**src/cfp_pkg.sv**
```systemverilog
`timescale 1ns / 1ps
package cfp_pkg;

   localparam logic [7:0] HDR0_BYTE = 8'hA5;
   localparam logic [7:0] HDR1_BYTE = 8'h5A;
   localparam logic [7:0] TRL0_BYTE = 8'hB6;
   localparam logic [7:0] TRL1_BYTE = 8'h6B;
   localparam logic [7:0] SHORT_LEN = 8'h01;
   localparam logic [7:0] SHORT_DATA = 8'h00;
   localparam logic [7:0] SERIAL_LEN = 8'h04;
   localparam logic [3:0] BCD_MAX = 4'h9;
   localparam logic [7:0] FRAME_OVERHEAD = 8'd6;
   localparam int SHORT_FRAME_BYTES = 7;
   localparam int MIN_DONE_BYTES = 6;
   localparam int PAYLOAD_KEEP = 4;

   localparam int QUEUE_DEPTH = 2;
   localparam int QUEUE_PTR_W = $clog2(QUEUE_DEPTH);
   localparam int QUEUE_CNT_W = $clog2(QUEUE_DEPTH + 1);

   localparam int CSR_INDEX_W = 3;
   localparam logic [CSR_INDEX_W-1:0] CSR_LIGHT_COLOR = 3'd0;
   localparam logic [CSR_INDEX_W-1:0] CSR_LIGHT_BRIGHT = 3'd1;
   localparam logic [CSR_INDEX_W-1:0] CSR_RESTART = 3'd2;
   localparam logic [CSR_INDEX_W-1:0] CSR_KEY_QUERY = 3'd3;
   localparam logic [CSR_INDEX_W-1:0] CSR_SET_SERIAL = 3'd4;
   localparam logic [CSR_INDEX_W-1:0] CSR_RESET_SERIAL = 3'd5;
   localparam logic [CSR_INDEX_W-1:0] CSR_GET_SERIAL = 3'd6;

   localparam int RSP_DATA_W = 64;

   typedef enum logic [2:0] {
      ACT_LIGHT         = 3'd0,
      ACT_RESTART       = 3'd1,
      ACT_KEY_QUERY     = 3'd2,
      ACT_SERIAL_OK     = 3'd3,
      ACT_SERIAL_REJECT = 3'd4,
      ACT_SERIAL_RESET  = 3'd5,
      ACT_SERIAL_GET    = 3'd6,
      ACT_OTHER         = 3'd7
   } action_type;

   typedef enum logic [1:0] {
      KIND_NORMAL    = 2'd0,
      KIND_RESTART   = 2'd1,
      KIND_KEY_QUERY = 2'd2
   } kind_type;

   typedef struct packed {
      logic [7:0] light_color;
      logic [7:0] light_bright;
      logic [7:0] restart;
      logic [7:0] key_query;
      logic [7:0] set_serial;
      logic [7:0] reset_serial;
      logic [7:0] get_serial;
   } cfg_type;

   typedef struct packed {
      kind_type   kind;
      logic [7:0] command;
      logic [7:0] length;
      logic [PAYLOAD_KEEP-1:0][7:0] payload;
   } frame_type;

   typedef struct packed {
      logic full;
      logic empty;
   } queue_status_type;

endpackage

```
**src/cfp_front.sv**
```systemverilog
`timescale 1ns / 1ps
module cfp_front import cfp_pkg::*; #(
   parameter int MAX_FRAME_BYTES = 32
) (
   input  logic       clock,
   input  logic       reset,
   input  cfg_type    cfg,
   input  logic       byte_valid,
   output logic       byte_ready,
   input  logic [7:0] rx_byte,
   input  logic       queue_full,
   output logic       push,
   output frame_type  push_frame
);

   localparam int CNT_W = $clog2(MAX_FRAME_BYTES + 2);

   logic [CNT_W-1:0] cnt_ff, cnt_in, cnt_next;
   logic [7:0] cmd_ff, cmd_in;
   logic [7:0] len_ff, len_in;
   logic [7:0] prev_ff;
   logic [PAYLOAD_KEEP-1:0][7:0] pay_ff, pay_in;
   logic accept;
   logic trailer_ok;
   logic short_body;
   kind_type kind;
   logic found;

   assign byte_ready = !queue_full;
   assign accept = byte_valid && byte_ready;
   assign trailer_ok = (prev_ff == TRL0_BYTE) && (rx_byte == TRL1_BYTE);
   // Fixed seven-byte frames: one payload byte of zero, then the trailer.
   assign short_body = (len_ff == SHORT_LEN) && (pay_ff[0] == SHORT_DATA) && trailer_ok;

   always_comb begin
      cnt_next = cnt_ff + CNT_W'(1);
      cnt_in = cnt_ff;
      cmd_in = cmd_ff;
      len_in = len_ff;
      pay_in = pay_ff;
      found = 1'b0;
      kind = KIND_NORMAL;
      if (cnt_ff == CNT_W'(0)) begin
         cnt_in = (rx_byte == HDR0_BYTE) ? CNT_W'(1) : CNT_W'(0);
      end else if (cnt_ff == CNT_W'(1)) begin
         cnt_in = (rx_byte == HDR1_BYTE) ? CNT_W'(2) : CNT_W'(0);
      end else begin
         if (cnt_ff == CNT_W'(2)) begin
            cmd_in = rx_byte;
         end else if (cnt_ff == CNT_W'(3)) begin
            len_in = rx_byte;
         end else if (cnt_ff >= CNT_W'(4) && cnt_ff <= CNT_W'(7)) begin
            pay_in[cnt_ff[1:0]] = rx_byte;
         end
         cnt_in = cnt_next;
         priority if (cnt_next == CNT_W'(SHORT_FRAME_BYTES) && short_body &&
                      cmd_ff == cfg.restart) begin
            found = 1'b1;
            kind = KIND_RESTART;
            cnt_in = CNT_W'(0);
         end else if (cnt_next == CNT_W'(SHORT_FRAME_BYTES) && short_body &&
                      cmd_ff == cfg.key_query) begin
            found = 1'b1;
            kind = KIND_KEY_QUERY;
            cnt_in = CNT_W'(0);
         end else if (cnt_next >= CNT_W'(MIN_DONE_BYTES) &&
                      8'(cnt_next) == 8'(len_ff + FRAME_OVERHEAD)) begin
            // The frame ends at its target count even when the trailer is wrong.
            found = trailer_ok;
            cnt_in = CNT_W'(0);
         end else if (cnt_next > CNT_W'(MAX_FRAME_BYTES)) begin
            cnt_in = CNT_W'(0);
         end else begin
            cnt_in = cnt_next;
         end
      end
   end

   assign push = accept && found;
   assign push_frame = '{kind: kind, command: cmd_in, length: len_in, payload: pay_in};

   always_ff @(posedge clock) begin
      if (reset) begin
         cnt_ff <= '0;
         cmd_ff <= '0;
         len_ff <= '0;
         prev_ff <= '0;
      end else if (accept) begin
         cnt_ff <= cnt_in;
         cmd_ff <= cmd_in;
         len_ff <= len_in;
         prev_ff <= rx_byte;
      end
   end

   always_ff @(posedge clock) begin
      if (accept) begin
         pay_ff <= pay_in;
      end
   end

endmodule

```
**src/cfp_queue.sv**
```systemverilog
`timescale 1ns / 1ps
module cfp_queue import cfp_pkg::*; (
   input  logic             clock,
   input  logic             reset,
   input  logic             push,
   input  frame_type        push_frame,
   input  logic             pop,
   output frame_type        head_frame,
   output queue_status_type status
);

   frame_type mem_ff [QUEUE_DEPTH];
   logic [QUEUE_PTR_W-1:0] wr_ptr_ff, rd_ptr_ff;
   logic [QUEUE_CNT_W-1:0] count_ff, count_in;
   logic do_push, do_pop;

   assign status.full = (count_ff == QUEUE_CNT_W'(QUEUE_DEPTH));
   assign status.empty = (count_ff == '0);
   assign do_push = push && !status.full;
   assign do_pop = pop && !status.empty;
   assign head_frame = mem_ff[rd_ptr_ff];

   always_comb begin
      count_in = count_ff;
      if (do_push && !do_pop) begin
         count_in = count_ff + QUEUE_CNT_W'(1);
      end else if (do_pop && !do_push) begin
         count_in = count_ff - QUEUE_CNT_W'(1);
      end
   end

   always_ff @(posedge clock) begin
      if (reset) begin
         wr_ptr_ff <= '0;
         rd_ptr_ff <= '0;
         count_ff <= '0;
      end else begin
         count_ff <= count_in;
         if (do_push) begin
            wr_ptr_ff <= wr_ptr_ff + QUEUE_PTR_W'(1);
         end
         if (do_pop) begin
            rd_ptr_ff <= rd_ptr_ff + QUEUE_PTR_W'(1);
         end
      end
   end

   always_ff @(posedge clock) begin
      if (do_push) begin
         mem_ff[wr_ptr_ff] <= push_frame;
      end
   end

endmodule

```
**src/cfp_back.sv**
```systemverilog
`timescale 1ns / 1ps
module cfp_back import cfp_pkg::*; (
   input  logic                  clock,
   input  logic                  reset,
   input  cfg_type               cfg,
   input  logic                  queue_empty,
   input  frame_type             head_frame,
   output logic                  pop,
   output logic                  rsp_valid,
   input  logic                  rsp_ready,
   output action_type            action,
   output logic [7:0]            command,
   output logic [7:0]            length,
   output logic [7:0]            first_data,
   output logic [31:0]           serial_value
);

   logic valid_ff;
   action_type action_ff, action_in;
   logic [7:0] command_ff, length_ff, first_ff;
   logic [31:0] serial_ff, serial_in;
   logic bcd_ok;
   logic [7:0] cmd;

   assign cmd = head_frame.command;
   assign pop = !queue_empty && (!valid_ff || rsp_ready);

   always_comb begin
      bcd_ok = 1'b1;
      for (int i = 0; i < PAYLOAD_KEEP; i++) begin
         if (head_frame.payload[i][7:4] > BCD_MAX || head_frame.payload[i][3:0] > BCD_MAX) begin
            bcd_ok = 1'b0;
         end
      end
   end

   always_comb begin
      serial_in = '0;
      action_in = ACT_OTHER;
      unique case (head_frame.kind)
         KIND_RESTART: action_in = ACT_RESTART;
         KIND_KEY_QUERY: action_in = ACT_KEY_QUERY;
         default: begin
            // Opcodes may coincide; the earlier match wins.
            priority if (cmd == cfg.light_color || cmd == cfg.light_bright) begin
               action_in = ACT_LIGHT;
            end else if (cmd == cfg.set_serial) begin
               if (head_frame.length == SERIAL_LEN && bcd_ok) begin
                  action_in = ACT_SERIAL_OK;
                  serial_in = {head_frame.payload[0], head_frame.payload[1],
                               head_frame.payload[2], head_frame.payload[3]};
               end else begin
                  action_in = ACT_SERIAL_REJECT;
               end
            end else if (cmd == cfg.reset_serial) begin
               action_in = ACT_SERIAL_RESET;
            end else if (cmd == cfg.get_serial) begin
               action_in = ACT_SERIAL_GET;
            end else begin
               action_in = ACT_OTHER;
            end
         end
      endcase
   end

   always_ff @(posedge clock) begin
      if (reset) begin
         valid_ff <= 1'b0;
      end else if (pop) begin
         valid_ff <= 1'b1;
      end else if (rsp_ready) begin
         valid_ff <= 1'b0;
      end
   end

   always_ff @(posedge clock) begin
      if (pop) begin
         action_ff <= action_in;
         command_ff <= cmd;
         length_ff <= head_frame.length;
         first_ff <= head_frame.payload[0];
         serial_ff <= serial_in;
      end
   end

   assign rsp_valid = valid_ff;
   assign action = action_ff;
   assign command = command_ff;
   assign length = length_ff;
   assign first_data = first_ff;
   assign serial_value = serial_ff;

endmodule

```
**src/command_frame_parser.sv**
```systemverilog
`timescale 1ns / 1ps
// Result path: once the trailer byte is accepted, its frame is written into the
// frame queue and then loaded into the output register that drives the result word.
// Throughput: one byte per cycle; the front stalls only when its two-entry
// frame queue is full, which takes results held back by rsp_tready.
// Reset: synchronous, active high; clears the frame hunt, the queue and the
// output register, and loads the opcode registers with their defaults.
module command_frame_parser import cfp_pkg::*; #(
   parameter int MAX_FRAME_BYTES = 32
) (
   input  logic                    clock,
   input  logic                    reset,
   input  logic                    req_tvalid,
   output logic                    req_tready,
   input  logic [7:0]              req_tdata,   // [7:0] rx_byte
   output logic                    rsp_tvalid,
   input  logic                    rsp_tready,
   // [2:0] action, [10:3] command, [18:11] length, [26:19] first_data,
   // [58:27] serial_value, [63:59] zero
   output logic [RSP_DATA_W-1:0]   rsp_tdata,
   input  logic                    csr_valid,
   output logic                    csr_ready,
   input  logic [CSR_INDEX_W-1:0]  csr_index,
   input  logic [7:0]              csr_data
);

   cfg_type cfg_ff;
   logic push, pop;
   frame_type push_frame, head_frame;
   queue_status_type q_status;
   action_type action;
   logic [7:0] command, length, first_data;
   logic [31:0] serial_value;

   assign csr_ready = 1'b1;

   always_ff @(posedge clock) begin
      if (reset) begin
         cfg_ff <= '{light_color: 8'd1, light_bright: 8'd2, restart: 8'd32,
                     key_query: 8'd33, set_serial: 8'd17, reset_serial: 8'd18,
                     get_serial: 8'd19};
      end else if (csr_valid) begin
         unique case (csr_index)
            CSR_LIGHT_COLOR: cfg_ff.light_color <= csr_data;
            CSR_LIGHT_BRIGHT: cfg_ff.light_bright <= csr_data;
            CSR_RESTART: cfg_ff.restart <= csr_data;
            CSR_KEY_QUERY: cfg_ff.key_query <= csr_data;
            CSR_SET_SERIAL: cfg_ff.set_serial <= csr_data;
            CSR_RESET_SERIAL: cfg_ff.reset_serial <= csr_data;
            CSR_GET_SERIAL: cfg_ff.get_serial <= csr_data;
            default: ;
         endcase
      end
   end

   cfp_front #(
      .MAX_FRAME_BYTES(MAX_FRAME_BYTES)
   ) u_front (
      .clock(clock),
      .reset(reset),
      .cfg(cfg_ff),
      .byte_valid(req_tvalid),
      .byte_ready(req_tready),
      .rx_byte(req_tdata),
      .queue_full(q_status.full),
      .push(push),
      .push_frame(push_frame)
   );

   cfp_queue u_queue (
      .clock(clock),
      .reset(reset),
      .push(push),
      .push_frame(push_frame),
      .pop(pop),
      .head_frame(head_frame),
      .status(q_status)
   );

   cfp_back u_back (
      .clock(clock),
      .reset(reset),
      .cfg(cfg_ff),
      .queue_empty(q_status.empty),
      .head_frame(head_frame),
      .pop(pop),
      .rsp_valid(rsp_tvalid),
      .rsp_ready(rsp_tready),
      .action(action),
      .command(command),
      .length(length),
      .first_data(first_data),
      .serial_value(serial_value)
   );

   assign rsp_tdata = {5'd0, serial_value, first_data, length, command, action};

`ifndef ASSERT_OFF
   a_queue_status: assert property (@(posedge clock) disable iff (reset)
      !(q_status.full && q_status.empty))
      else $error("frame queue reports full and empty at once");

   a_ready_follows_queue: assert property (@(posedge clock) disable iff (reset)
      req_tready == !q_status.full)
      else $error("byte ready does not follow queue space");

   a_serial_only_when_ok: assert property (@(posedge clock) disable iff (reset)
      rsp_tvalid && action != ACT_SERIAL_OK |-> serial_value == '0)
      else $error("serial value set on a word that is not a serial write");

   a_reset_clears_output: assert property (@(posedge clock)
      reset |=> !rsp_tvalid)
      else $error("result word valid right after reset");
`endif

endmodule
```
**config.mk**
```make
export PLATFORM = sky130hd
export DESIGN_NAME = command_frame_parser
export DESIGN_NICKNAME = d
export VERILOG_FILES = /design/src/cfp_pkg.sv /design/src/cfp_front.sv /design/src/cfp_queue.sv /design/src/cfp_back.sv /design/src/command_frame_parser.sv
export SDC_FILE = /design/constraint.sdc
export NUM_CORES = 1
export LEC_CHECK = 0
export BUFFER_PORTS_ARGS = -buffer_cell sky130_fd_sc_hd__buf_2
export CAP_MARGIN = 20
export CORE_UTILIZATION = 65
export CTS_CLUSTER_SIZE = 40
export DETAILED_ROUTE_END_ITERATION = 12
export GPL_TIMING_DRIVEN = 0
export MAX_ROUTING_LAYER = met4
export PLACE_DENSITY = 0.92
export SETUP_SLACK_MARGIN = 0.5
export SYNTH_ARGS = -nofsm -noshare
export SYNTH_HDL_FRONTEND = slang
export SYNTH_SLANG_ARGS = --single-unit
export TNS_END_PERCENT = 30
```
**constraint.sdc**
```tcl
create_clock -name clock -period 5.9 [get_ports clock]
set_clock_uncertainty 0.2 [all_clocks]
set_input_delay 0.59 -clock clock [delete_from_list [all_inputs] [get_ports clock]]
set_output_delay 0.59 -clock clock [all_outputs]
set_load 0.02 [all_outputs]
```
* Word-level counts from Yosys, hierarchy flattened
Memories as Yosys holds them, arrays and structs flattened. A register that Yosys moved wholly into a read port is not among the register bits. Cells that the tools add are included.
Operators by class: reductions and logical operators 42, mux-type cells 50, bitwise logic cells 2, equality and inequality tests 27, add/subtract/negate cells 6, order comparisons 14
Operator list (count):
- two-way mux 32 bit | 5
- two-way mux 8 bit | 8
- equality test 8 bit | 7
- two-way mux 6 bit | 6
- bitwise mux 32 bit | 1
- > comparator 4 bit (second input constant) | 8
- logical AND 1 bit | 17
- two-way mux 1 bit | 17
- demux 8 bit (select 2 bit) | 1
- equality test 8 x 7 -> 1 bit (second input constant) | 2
- equality test 8 bit (second input constant) | 2
- two-way mux 2 bit | 7
- AND reduction 2 bit | 7
- equality test 6 x 2 -> 1 bit (second input constant) | 2
- greater-or-equal comparator 6 x 3 -> 1 bit (second input constant) | 2
- two-way mux 3 bit | 4
- equality test 3 bit (second input constant) | 3
- adder 8 x 3 -> 8 bit (second input constant) | 1
- equality test 6 x 8 -> 1 bit | 1
- equality test 8 x 1 -> 1 bit (second input constant) | 1
- equality test 8 x 3 -> 1 bit (second input constant) | 1
- zero test 8 bit | 1
- adder 6 x 1 -> 6 bit (second input constant) | 1
- equality test 3 x 2 -> 1 bit (second input constant) | 2
- 21 further kinds | 34
Storage, ports and cells: flip-flop bits (word level) 182, memory bits (writable) 100, memories 1, bits of input ports 24, output and inout bits 67
Memory list:
- u_queue.mem_ff | words 2, width 50, rd ports 1, clocked after Yosys merged registers in 1, write ports 1, line cfp_queue.sv:12 | frame_type mem_ff [QUEUE_DEPTH];

* Depth between registers and ports, before layout
Gate-level depths: netlist (run 1).
word-level depth 15, gate-level depth with buffers 13

* By module
Synthesis (run 1) repeated with hierarchy kept, for this count alone.
Second synthesis, totals: cells, all modules 934, area, all modules 12497.0 um2
By module, submodules not included:
- cfp_queue | area an instance 3812.4 um2, instances 1, cells an instance 181
- cfp_front | area an instance 3599.7 um2, instances 1, cells an instance 347
- cfp_back | area an instance 2815.2 um2, instances 1, cells an instance 196
- command_frame_parser | area an instance 2269.7 um2, instances 1, cells an instance 210

* Worst setup path before layout (run 1)
OpenSTA, ideal clock, no wires.
path type register to register, start point register u_front.cnt_ff[0], end point memory u_queue.mem_ff[1][0] (netlist name), enable pin, required time 5287 ps, path buffers 1, arrival time 3203 ps, slack 2084 ps, setup time 413 ps, cell stages (with the launch flop) 10, cells stage by stage dfxtp_1 > clkbuf_1 > inv_1 > ha_1 > xor2_1 > nand4_1 > a2111oi_0 > a21boi_1 > nor2_1 > and2_1
Between the ends: cells in the longest elaborated chain, start to end 12, elaborated cells on any way between the ends 19, those cells by class add/sub (1); order compare (1); eq/ne (3); mux (7); reduce/logical (7)
RTL lines:
- start: declaration | line cfp_front.sv:18 | logic [CNT_W-1:0] cnt_ff, cnt_in, cnt_next;
- start signal: assignment | line cfp_front.sv:89 | cnt_ff <= cnt_in;
- adder 6 x 1 -> 6 bit | line cfp_front.sv:36 | cnt_next = cnt_ff + CNT_W'(1);
- greater-or-equal comparator 6 x 3 -> 1 bit (tied with other cells) | line cfp_front.sv:66 | end else if (cnt_next >= CNT_W'(MIN_DONE_BYTES) &&
- logical AND 1 bit (on tied branches) | line cfp_front.sv:66, cfp_front.sv:56, cfp_front.sv:61
- two-way mux 1 bit / logical AND 1 bit (equally long branches) | line cfp_front.sv:66, cfp_front.sv:61
- two-way mux 1 bit | line cfp_front.sv:61 | end else if (cnt_next == CNT_W'(SHORT_FRAME_BYTES) && short_body &&
- two-way mux 1 bit | line cfp_front.sv:56 | priority if (cnt_next == CNT_W'(SHORT_FRAME_BYTES) && short_body &&
- two-way mux 1 bit | line cfp_front.sv:45 | end else if (cnt_ff == CNT_W'(1)) begin
- two-way mux 1 bit (*) | line cfp_front.sv:43 | if (cnt_ff == CNT_W'(0)) begin
- logical AND 1 bit (*) | line cfp_front.sv:79 | assign push = accept && found;
- logical AND 1 bit (*) | line cfp_queue.sv:19 | assign do_push = push && !status.full;
- net u_queue.do_push | line cfp_queue.sv:15 | logic do_push, do_pop;
- two-way mux 1 bit (*) | line cfp_queue.sv:49 | if (do_push) begin
- two-way mux 1 bit (not written as such) (*) | line cfp_queue.sv:50 | mem_ff[wr_ptr_ff] <= push_frame;
- end: declaration | line cfp_queue.sv:12
The timed path passes the listed nets; every way through them passes the cells marked *.

* Final worst setup path (run 1)
start point register u_front.cnt_ff[0], end point memory u_queue.mem_ff[0][12] (netlist name), enable pin
Between the ends: cells in the longest elaborated chain, start to end 12, elaborated cells on any way between the ends 19, those cells by class add/sub (1); order compare (1); eq/ne (3); mux (7); reduce/logical (7)
RTL lines (line):
- adder 6 x 1 -> 6 bit | cfp_front.sv:36
- greater-or-equal comparator 6 x 3 -> 1 bit (tied with other cells) | cfp_front.sv:66
- logical AND 1 bit (on tied branches) | cfp_front.sv:66, cfp_front.sv:56, cfp_front.sv:61
- two-way mux 1 bit / logical AND 1 bit (equally long branches) | cfp_front.sv:66, cfp_front.sv:61
- two-way mux 1 bit | cfp_front.sv:61
- two-way mux 1 bit | cfp_front.sv:56
- two-way mux 1 bit | cfp_front.sv:45
- two-way mux 1 bit (*) | cfp_front.sv:43
- logical AND 1 bit (*) | cfp_front.sv:79
- logical AND 1 bit (*) | cfp_queue.sv:19
- two-way mux 1 bit (*) | cfp_queue.sv:49
- two-way mux 1 bit (not written as such) (*) | cfp_queue.sv:50
Every way passes the cells marked *; elsewhere a longest branch is shown, timed or not.

==> results_tabular.tex, run 1 <==
\begin{tabular}{lr}
\hline
Metric & Value \\
\hline
\multicolumn{2}{l}{\textbf{CTS}} \\
Count of hold buffers inserted by post-cts repair & 0 \\
Clock insertion delay at the later pin of the skew report & between 0.5 and 0.6 ns \\
TritonCTS Buffers & 27 \\
Clock Path Buffers & 3 \\
Post-CTS sizing & 0 \\
Clock transition at the register clock pins on the worst setup and hold paths after CTS & approximately 0.07 ns \\
TritonCTS clock tree & yes \\
Post-CTS repair timing setup buffer count & 0 \\
Clock Root Buffer & clkbuf\_16 \\
Clk sinks & 283 \\
H-tree levels & 1 \\
\multicolumn{2}{l}{\textbf{Final layout}} \\
Leading cell type in the layout, fill and taps excluded & edfxtp\_1 \\
Area taken by multi-input logic gates & 4490 um\^{}2 \\
Share of layout cells above drive strength 1 & between 20\% and 30\% \\
Seq. cell area & roughly 7600 um\^{}2 \\
Final non-filler cell area & between 10000 and 15000 um\^{}2 \\
Number of filler cells placed in the layout & 1055 \\
Area grow syn2layout & 13.7\% \\
Filler-free cell count of the finished design & 1393 \\
Number of nets in the final layout & 1172 \\
Commonest non-fill, non-tap cells in the layout & edfxtp\_1, nand2\_1, dfxtp\_1, buf\_2, a21oi\_1 \\
\multicolumn{2}{l}{\textbf{Setup path}} \\
Critical R2R Capture & u\_queue.mem\_ff[0][12]\$\_DFFE\_PP\_ \\
Launch point of the critical path & u\_front.cnt\_ff[0]\$\_SDFFE\_PP0P\_ \\
Crit path arrival time & about 4.3 ns \\
Worst r2r path cells & 10 \\
Required time of the critical path & 5.92 ns \\
Category of the critical setup timing path & register to register \\
Critical Path Sink Type & register \\
Worst reg-to-reg setup slack & 1.66 ns \\
Crit Reg-Reg Startpoint & u\_front.cnt\_ff[0]\$\_SDFFE\_PP0P\_ \\
Max FO, Critical Path & 28 \\
Worst Setup Start Kind & register \\
\multicolumn{2}{l}{\textbf{Power and ir drop}} \\
Clock network power share & 44.0\% \\
Static leakage & 4.65 nW \\
Switching pwr & between 0.0008 and 0.0009 W \\
Share of power burned in combinational logic & 3.2\% \\
Power Internal & 0.00321 W \\
Peak VDD IR & 240 uV \\
Seq pwr share & 52.8\% \\
Sw frac & 20.8\% \\
Power Density & 286 nW/um\^{}2 \\
\multicolumn{2}{l}{\textbf{Logic synthesis}} \\
Average size of a mapped cell & 12.2 um\^{}2 \\
Total number of yosys warnings & 0 \\
Cell Area, Synth & 12400 um\^{}2 \\
Flip-flop cell with the highest count after synthesis & edfxtp\_1 \\
Number of synthesized flops with an enable pin & 191 \\
Cell count after synthesis & slightly above 1000 \\
Register bit total from synthesis & between 200 and 300 \\
Count of distinct cell types in the synthesized netlist & 63 \\
FFs w/ async S/R, synth & 0\% \\
Part of the Yosys area used for sequential elements & between 60\% and 70\% \\
\multicolumn{2}{l}{\textbf{Timing}} \\
Setup repair after global routing missed its margin & false \\
Max Clock Freq & 0.236 GHz \\
Final number of setup-violating endpoints & 0 \\
Portion of the clock cycle consumed by the worst path in the final layout & 71.9\% \\
Final Max Tran Viols & 0 \\
Normalized max-slew margin & $\sim$27\% \\
Final total negative setup slack & 0 ns \\
Transition time at the pin with the least slew margin & roughly 1.1 ns \\
Time the final worst path needs with I/O delays and setup & 4.24 ns \\
Final-layout worst hold slack & 0.147 ns \\
Final count of hold timing violations & 0 \\
\multicolumn{2}{l}{\textbf{Global route}} \\
First-pass GRT wire length & 45300 um \\
Total overflow reported by the global router & 0 \\
Vias in the first global route & 8420 \\
Initial antenna violation count & 0 \\
Maximum number of pins on one net before global-route repair & 42 \\
Aggregate global-route resource usage & 31.0\% \\
\multicolumn{2}{l}{\textbf{Floorplanning}} \\
Chip Width & 140 um \\
Die ar. & slightly below 20000 um\^{}2 \\
Initial Util & 66.5\% \\
Placement Rows & 50 \\
Vertical die dimension & 140 um \\
Placeable core area & 18700 um\^{}2 \\
I/O pin count & 91 \\
\multicolumn{2}{l}{\textbf{Place}} \\
Detailed placer's ending HPWL & 18700 um \\
Number of placed instances, taps included & between 1000 and 1500 \\
Placed inst area & approximately 13000 um\^{}2 \\
Placer's final routability congestion estimate & approximately 0.94 \\
Total of buffers placed on input and output ports & 84 \\
\multicolumn{2}{l}{\textbf{Route}} \\
1st-pass router iterations & 6 \\
DRT Wirelength & 29600 um \\
DR WL/cell & 21.2 um \\
Post-DRT Antenna Nets & 0 \\
Total DRC errors in the routed layout & 0 \\
DR vias/cell & 6.32 \\
Detailed router's first-iteration violation count & $\sim$1100 \\
Routed via count & around 9000 \\
\multicolumn{2}{l}{\textbf{Hold path}} \\
Min-delay worst type & input pin to register \\
Worst min-delay path startpoint & rsp\_tready \\
Worst Hold Path Cells & 3 \\
Destination of the worst hold path & u\_back.rsp\_valid\$\_SDFFE\_PP0P\_ \\
\multicolumn{2}{l}{\textbf{Outcome}} \\
Result of the run & complete, no violations \\
\multicolumn{2}{l}{\textbf{Run}} \\
Count of max-cap constraint violations & 0 \\
\hline
\end{tabular}
## worst max-delay path, stage by stage (launching register included)
cell and delay [ns]:
dfxtp_1 0.41, clkbuf_1 0.40, inv_1 0.17, ha_1 0.39
xor2_1 0.17, nand4_1 0.09, a2111oi_0 0.69, a21boi_1 0.22
or3_1 0.39, inv_2 0.50, buf_12 0.29
## synth_stat cells (13+ instances only)
library cell / count / share of area (%)
nor2_4: 24 / 2.2
nand4_1: 15 / 0.75
a21oi_1: 76 / 3.1
xnor2_1: 55 / 3.9
nand3b_1: 14 / 0.84
inv_1: 27 / 0.81
dfxtp_1: 92 / 15
nor4_1: 13 / 0.65
edfxtp_1: 191 / 46
xor2_1: 15 / 1.1
nand3_1: 22 / 0.88
o21ai_0: 20 / 0.80
nand2_1: 167 / 5.0
mux2i_1: 41 / 3.3
mux2_2: 55 / 5.0
nor2_1: 40 / 1.2
clkbuf_1: 33 / 1.0
## worst max path at each step
| stage | endpoint | slack, ns | depth (start not counted) |
|---|---|---|---|
| floorplan | u_queue.mem_ff[1][0]$_DFFE_PP_ | 2.08 | 9 |
| finish | u_queue.mem_ff[0][12]$_DFFE_PP_ | 1.66 | 10 |
| global route | u_queue.mem_ff[0][29]$_DFFE_PP_ | 1.57 | 10 |
| detailed placement | u_queue.mem_ff[0][18]$_DFFE_PP_ | 1.85 | 10 |
| CTS | u_queue.mem_ff[0][29]$_DFFE_PP_ | 1.81 | 10 |
| global placement | u_queue.mem_ff[1][13]$_DFFE_PP_ | 0.88 | 9 |
## state kept, by name (all words and copies together) (netlist names), named ones only
signal / flops
u_back.rsp_valid: 1
u_back.first_data: 8
u_queue.rd_ptr_ff: 1
u_queue.wr_ptr_ff: 1
u_front.cmd_ff: 8
u_back.command: 8
u_front.prev_ff: 8
cfg_ff: 56
u_back.length: 8
u_back.serial_value: 32
u_front.len_ff: 8
u_queue.count_ff: 2
u_queue.mem_ff: 100
u_back.action: 3
u_front.pay_ff: 32
u_front.cnt_ff: 6
## layer usage
layer	track usage [%]	part of all wire [%]
met1	38.5	38
met2	50.9	49
met3	4.96	9.7
met4	12.6	4.1
met5	-	0
## power groups by stage
stage               combinational [W]  sequential (W)  clock [W]
CTS                          0.000124         0.00214    0.00178
global route                 0.000135         0.00214    0.00187
finish                       0.000129         0.00214    0.00178
floorplan                   0.0000745         0.00218          0
global placement             0.000116         0.00218          0
detailed placement           0.000122         0.00218          0
## stage by stage
step,util [%],power (W),setup WS (ns)
6_report,75.7,0.00405,1.66
5_1_grt,75.6,0.00414,1.57
4_1_cts,75.6,0.00405,1.81
3_5_place_dp,70.7,0.00231,1.85
3_3_place_gp,70.4,0.00230,0.877
2_1_floorplan,-,0.00225,2.08
## cells by family after synthesis
| kind of cell | synth area share (%) |
|---|---|
| simple gates | 14.7 |
| flops | 60.9 |
| compound gates | 5.32 |
| mux | 9.72 |
| buf+inv | 3.16 |
| xor+xnor | 5.11 |
| fa+ha+maj | 1.01 |
| other cells | 0.0604 |
## final cells by class
| cell class | count | area share, % |
|---|---|---|
| Sequential cell | 283 | 53.5 |
| Buffer | 50 | 2.07 |
| Antenna cell | 1 | 0.0177 |
| Timing Repair Buffer | 87 | 3.40 |
| Clock buffer | 31 | 5.02 |
| Multi-Input combinational cell | 662 | 31.7 |
| Clock inverter | 18 | 1.45 |
| Tap cell | 234 | 2.07 |
| Inverter | 27 | 0.716 |
Note: power is estimated with default switching activity, not from simulation.
==> inputs of run 2 (changes only) <==
- CORE_UTILIZATION: 65 -> 60
- PLACE_DENSITY: 0.92 -> 0.86
- clock period: 5.9 -> 3.93 ns (I/O delays scaled with it)
==> results_tabular.tex, run 2 (synthesized netlist as in run 1, its figures left out) <==
\begin{tabular}{lr}
\hline
Metric & Value \\
\hline
\multicolumn{2}{l}{\textbf{Outcome}} \\
Result of the run & complete, no violations \\
\multicolumn{2}{l}{\textbf{Timing}} \\
Transition time at the pin with the least slew margin & approximately 1.0 ns \\
Setup repair after global routing missed its margin & true \\
Time the final worst path needs with I/O delays and setup & 3.39 ns \\
Max Clock Freq & a little under 0.3 GHz \\
Final total negative setup slack & 0 ns \\
Final count of hold timing violations & 0 \\
Portion of the clock cycle consumed by the worst path in the final layout & roughly 86\% \\
Final number of setup-violating endpoints & 0 \\
Worst path setup slack after routing & approximately 0.54 ns \\
Normalized max-slew margin & between 30 and 40\% \\
Final Max Tran Viols & 0 \\
\multicolumn{2}{l}{\textbf{CTS}} \\
Clock Root Buffer & clkbuf\_16 \\
TritonCTS Buffers & 27 \\
H-tree levels & 1 \\
TritonCTS clock tree & yes \\
Post-CTS repair timing setup buffer count & 0 \\
Clock insertion delay at the later pin of the skew report & 0.54 ns \\
Clock transition at the register clock pins on the worst setup and hold paths after CTS & 0.06 ns \\
Clk sinks & 283 \\
Clock Path Buffers & 3 \\
\multicolumn{2}{l}{\textbf{Global route}} \\
First-pass GRT wire length & 44400 um \\
Vias in the first global route & $\sim$8300 \\
Maximum number of pins on one net before global-route repair & 46 \\
Aggregate global-route resource usage & 27.9\% \\
Initial antenna violation count & 0 \\
Total overflow reported by the global router & 0 \\
\multicolumn{2}{l}{\textbf{Power and ir drop}} \\
Static leakage & 4.72 nW \\
Power Density & 415 nW/um\^{}2 \\
Peak VDD IR & 331 uV \\
Overall Power & 0.00594 W \\
\multicolumn{2}{l}{\textbf{Place}} \\
Number of placed instances, taps included & 1379 \\
Total of buffers placed on input and output ports & 84 \\
Placement-stage worst setup slack & -0.237 ns \\
Placer's final routability congestion estimate & 0.930 \\
Detailed placer's ending HPWL & around 18000 um \\
\multicolumn{2}{l}{\textbf{Final layout}} \\
Share of layout cells above drive strength 1 & 22.0\% \\
Number of nets in the final layout & 1182 \\
Antenna diode count & 0 \\
Filler-free cell count of the finished design & 1439 \\
Largest registers & u\_queue.mem\_ff (100), cfg\_ff (56) \\
Register with the highest flop count & u\_queue.mem\_ff \\
Leading cell type in the layout, fill and taps excluded & edfxtp\_1 \\
Area grow syn2layout & 15.2\% \\
Commonest non-fill, non-tap cells in the layout & edfxtp\_1, nand2\_1, dfxtp\_1, buf\_2, a21oi\_1 \\
Number of flip-flops under the largest register name & 100 \\
\multicolumn{2}{l}{\textbf{Setup path}} \\
Critical Path Sink Type & register \\
Required time of the critical path & 3.96 ns \\
Critical Path, Cell by Cell & buf\_4 > inv\_1 > ha\_1 > nor4b\_1 > nand4\_1 > nor2\_2 > o2111ai\_1 > a21boi\_2 > or3\_4 > bufinv\_16 > buf\_16 \\
Worst path bufs/invs & 4 \\
Family of cells with the greatest summed delay on the critical path & simple AND/OR/NAND/NOR gates \\
Max FO, Critical Path & 26 \\
Maximum cell stage delay along the critical path & about 0.42 ns \\
Category of the critical setup timing path & register to register \\
Crit path arrival time & 3.42 ns \\
Worst Setup Start Kind & register \\
Worst path slowest cell & or3\_4 \\
\multicolumn{2}{l}{\textbf{Route}} \\
Detailed router's first-iteration violation count & 837 \\
DR WL/cell & between 20 and 25 um \\
DR vias/cell & 5.91 \\
1st-pass router iterations & 5 \\
Total DRC errors in the routed layout & 0 \\
Post-DRT Antenna Nets & 0 \\
DRT Wirelength & 28900 um \\
Routed via count & 8499 \\
\multicolumn{2}{l}{\textbf{Floorplanning}} \\
Placeable core area & 20300 um\^{}2 \\
I/O pin count & 91 \\
Placement Rows & 52 \\
Initial Util & 61.3\% \\
Chip Width & approximately 150 um \\
Die ar. & 21300 um\^{}2 \\
Vertical die dimension & 146 um \\
\multicolumn{2}{l}{\textbf{Hold path}} \\
Min-delay worst type & input pin to register \\
\multicolumn{2}{l}{\textbf{Run}} \\
Count of max-cap constraint violations & 0 \\
\hline
\end{tabular}
-- run 2: metrics by stage --
stage | utilization (%) | hold slack (ns) | cell area (um^2)
final | 70.6 | 0.0579 | 14300
after global routing | 70.6 | 0.0585 | 14300
after CTS | 70.4 | 0.0395 | 14300
after detailed placement | 65.4 | 0.245 | 13300
after global placement | 65.1 | 0.237 | 13200
after floorplan | - | 0.231 | 12500
-- run 2: final timing paths --
check | startpoint | to | slack (ns) | cells after the start
worst min-delay path | reset | u_front.cnt_ff[1]$_SDFFE_PP0P_ | 0.06 | 3
worst min register to register | u_front.prev_ff[3]$_SDFFE_PP0P_ | u_front.prev_ff[3]$_SDFFE_PP0P_ | 0.25 | 2
worst max-delay path | u_front.cnt_ff[0]$_SDFFE_PP0P_ | u_queue.mem_ff[0][8]$_DFFE_PP_ | 0.54 | 11
worst max register to register | u_front.cnt_ff[0]$_SDFFE_PP0P_ | u_queue.mem_ff[0][8]$_DFFE_PP_ | 0.54 | 11
-- run 2: worst reg2reg max path: stages (launching register included) --
cell and delay [ns]:
dfxtp_1 0.36, buf_4 0.19, inv_1 0.11, ha_1 0.19, nor4b_1 0.25, nand4_1 0.16, nor2_2 0.25, o2111ai_1 0.19
a21boi_2 0.25, or3_4 0.42, bufinv_16 0.27, buf_16 0.20
-- run 2: per-layer routing --
layer | wire length [um] | vias up | global-route usage [%]
li1 | - | 3877 | -
met1 | 11600 | 4121 | 35.4
met2 | 14100 | 405 | 45.6
met3 | 2270 | 96 | 4.17
met4 | 952 | 0 | 10.4
met5 | 0 | - | -
-- run 2: timing repair --
| action | CTS | global route |
|---|---|---|
| endpoints found under the setup margin | 134 | 56 |
| hold endpoints to repair | 45 | 0 |
| pin swaps | 0 | 2 |
| resized for setup | 16 | 9 |
| gates cloned | 0 | 1 |
| hold buffers | 9 | 0 |
-- run 2: power by group --
part	total, W	switching, W	internal [W]
registers	0.00321	0.0000188	0.00320
logic	0.000199	0.000133	0.0000658
clock network	0.00253	0.00107	0.00146
-- run 2: layout make-up --
cell class	instances	area [um^2]
sequential	283	7580
fill	1323	5970
multi-input combinational	662	4530
clock buffer	42	800
timing repair buffer	96	578
tap	270	338
buffer	50	305
inverter	27	128
clock inverter	8	66.3
timing repair inverter	1	8.76
==> inputs of run 3 (changes only) <==
- CORE_ASPECT_RATIO: unset -> 1.25
==> results_tabular.tex, run 3 (synthesized netlist as in run 1, its figures left out) <==
\begin{tabular}{lr}
\hline
Metric & Value \\
\hline
\multicolumn{2}{l}{\textbf{Timing}} \\
Transition time at the pin with the least slew margin & approximately 0.93 ns \\
Final count of hold timing violations & 0 \\
Setup repair after global routing missed its margin & true \\
Time the final worst path needs with I/O delays and setup & approximately 3.4 ns \\
Final-layout worst hold slack & 0.0130 ns \\
Final number of setup-violating endpoints & 0 \\
Worst path setup slack after routing & 0.566 ns \\
Portion of the clock cycle consumed by the worst path in the final layout & a little under nine tenths \\
Normalized max-slew margin & 37.9\% \\
Final Max Tran Viols & 0 \\
Max Clock Freq & 0.297 GHz \\
\multicolumn{2}{l}{\textbf{Route}} \\
Uppermost routed layer & met4 \\
Met1 layer wirelength in the final routing & just over 10000 um \\
Post-DRT Antenna Nets & 0 \\
1st-pass router iterations & 5 \\
DR vias/cell & 5.76 \\
DRT Wirelength & 27700 um \\
Metal3 WL & 1660 um \\
Detailed router's first-iteration violation count & between 500 and 600 \\
Total DRC errors in the routed layout & 0 \\
DR WL/cell & 19.3 um \\
Total met2 wirelength after detailed routing & 14600 um \\
Routed via count & 8270 \\
\multicolumn{2}{l}{\textbf{Place}} \\
Placer's final routability congestion estimate & 0.947 \\
Placed inst area & 13300 um\^{}2 \\
Placement-stage worst setup slack & -0.175 ns \\
Detailed placer's ending HPWL & approximately 19000 um \\
Total of buffers placed on input and output ports & 84 \\
\multicolumn{2}{l}{\textbf{CTS}} \\
TritonCTS Buffers & 26 \\
Clock Path Buffers & 3 \\
H-tree levels & 1 \\
Clock Root Buffer & clkbuf\_16 \\
TritonCTS clock tree & yes \\
Clock transition at the register clock pins on the worst setup and hold paths after CTS & 0.07 ns \\
Clock insertion delay at the later pin of the skew report & 0.53 ns \\
Clk sinks & 283 \\
\multicolumn{2}{l}{\textbf{Final layout}} \\
Register with the highest flop count & u\_queue.mem\_ff \\
Post-Route Utilization & 70.6\% \\
Number of flip-flops under the largest register name & 100 \\
Antenna diode count & 0 \\
Number of nets in the final layout & 1180 \\
Final non-filler cell area & 14300 um\^{}2 \\
Number of filler cells placed in the layout & between 1000 and 1500 \\
Share of layout cells above drive strength 1 & 21.6\% \\
Commonest non-fill, non-tap cells in the layout & edfxtp\_1, nand2\_1, dfxtp\_1, buf\_2, a21oi\_1 \\
Largest registers & u\_queue.mem\_ff (100), cfg\_ff (56) \\
Area grow syn2layout & 14.9\% \\
Leading cell type in the layout, fill and taps excluded & edfxtp\_1 \\
\multicolumn{2}{l}{\textbf{Power and ir drop}} \\
Overall Power & 0.00585 W \\
Peak VDD IR & 410 uV \\
Static leakage & roughly 4.7 nW \\
Power Density & between 400 and 500 nW/um\^{}2 \\
\multicolumn{2}{l}{\textbf{Setup path}} \\
Critical R2R Capture & u\_queue.mem\_ff[0][46]\$\_DFFE\_PP\_ \\
Worst r2r path cells & 10 \\
Worst Setup Start Kind & register \\
Category of the critical setup timing path & register to register \\
Worst reg-to-reg setup slack & $\sim$0.57 ns \\
Family of cells with the greatest summed delay on the critical path & buffers and inverters \\
Critical Path, Cell by Cell & ha\_1 > clkbuf\_2 > nand3\_1 > nor2\_1 > a22o\_1 > o2111ai\_1 > a21boi\_2 > or3\_1 > bufinv\_16 > buf\_12 \\
Critical Path Sink Type & register \\
Max FO, Critical Path & 26 \\
Worst path bufs/invs & 3 \\
Maximum cell stage delay along the critical path & 0.43 ns \\
Crit Reg-Reg Startpoint & u\_front.cnt\_ff[1]\$\_SDFFE\_PP0P\_ \\
Required time of the critical path & 3.96 ns \\
Crit path arrival time & roughly 3.4 ns \\
Worst path slowest cell & dfxtp\_2 \\
\multicolumn{2}{l}{\textbf{Run}} \\
Count of max-cap constraint violations & 0 \\
\multicolumn{2}{l}{\textbf{Hold path}} \\
Destination of the worst hold path & cfg\_ff[14]\$\_SDFFE\_PP0P\_ \\
Min-delay worst type & input pin to register \\
Worst min-delay path startpoint & csr\_data[6] \\
Worst Hold Path Cells & 3 \\
\multicolumn{2}{l}{\textbf{Floorplanning}} \\
Placement Rows & 58 \\
Chip Width & 131 um \\
Initial Util & 61.5\% \\
Die ar. & $\sim$21000 um\^{}2 \\
Placeable core area & 20200 um\^{}2 \\
Vertical die dimension & 163 um \\
I/O pin count & slightly above 90 \\
\multicolumn{2}{l}{\textbf{Global route}} \\
Aggregate global-route resource usage & a little over a quarter \\
Initial antenna violation count & 0 \\
Vias in the first global route & 8104 \\
First-pass GRT wire length & around 42000 um \\
Total overflow reported by the global router & 0 \\
Maximum number of pins on one net before global-route repair & 42 \\
\multicolumn{2}{l}{\textbf{Outcome}} \\
Result of the run & complete, no violations \\
\hline
\end{tabular}
[run 3: timing repair]
action / 4_1_cts / 5_1_grt
endpoints found under the hold margin: 27 / 0
gates cloned: 0 / 1
endpoints found under the setup margin: 136 / 83
hold buffers: 8 / 0
pin swaps: 0 / 1
setup buffers: 0 / 0
gates resized for setup: 14 / 11
[run 3: final cells by class]
class | count | area [um^2] | area share, %
well taps | 270 | 338 | 2.36
repair buffers | 95 | 561 | 3.92
multi-input cells | 663 | 4550 | 31.8
clock inverters | 10 | 82.6 | 0.578
plain buffers | 50 | 307 | 2.14
flip-flops and latches | 283 | 7580 | 53.0
inverters | 27 | 128 | 0.893
clock buffers | 38 | 747 | 5.23
[run 3: worst register-to-register path: cells and delay by family, from the launching register on]
family,cells,cell delay (ns)
buffers and inverters,3,0.75
and+or+nand+nor,3,0.64
AOI/OAI and AO/OA,3,0.73
DFF,1,0.43
adders and majority gates,1,0.28
[run 3: through the flow]
stage	cells	setup TNS (ns)
after floorplan	1022	0
after global placement	1376	-60.88
after detailed placement	1379	-7.38
after CTS	1435	0
after global routing	1436	0
final	1436	0
[run 3: how the worst max path moves through the flow]
stage	from	end	slack, ns	depth (start not counted)
final	u_front.cnt_ff[1]$_SDFFE_PP0P_	u_queue.mem_ff[0][46]$_DFFE_PP_	0.57	10
after detailed placement	u_front.cnt_ff[0]$_SDFFE_PP0P_	u_queue.mem_ff[0][44]$_DFFE_PP_	-0.17	10
after global placement	u_front.cnt_ff[0]$_SDFFE_PP0P_	u_queue.mem_ff[0][12]$_DFFE_PP_	-0.95	9
after CTS	u_front.cnt_ff[0]$_SDFFE_PP0P_	u_queue.mem_ff[0][40]$_DFFE_PP_	0.52	10
after floorplan	u_front.cnt_ff[0]$_SDFFE_PP0P_	u_queue.mem_ff[0][0]$_DFFE_PP_	0.14	9
after global routing	u_front.cnt_ff[0]$_SDFFE_PP0P_	u_queue.mem_ff[0][40]$_DFFE_PP_	0.45	10
[run 3: per-layer routing]
layer | global-route usage [%] | vias to the layer above
li1 | - | 3879
met1 | 30.9 | 3943
met2 | 47.4 | 358
met3 | 3.42 | 90
met4 | 11.6 | 0
met5 | - | -
[run 3: report_power, final]
| group | leakage (nW) | switching (W) | internal [W] |
|---|---|---|---|
| Sequential | 2.41 | 0.0000180 | 0.00319 |
| Clock | 0.397 | 0.00105 | 0.00139 |
| Combinational | 1.88 | 0.000130 | 0.0000652 |
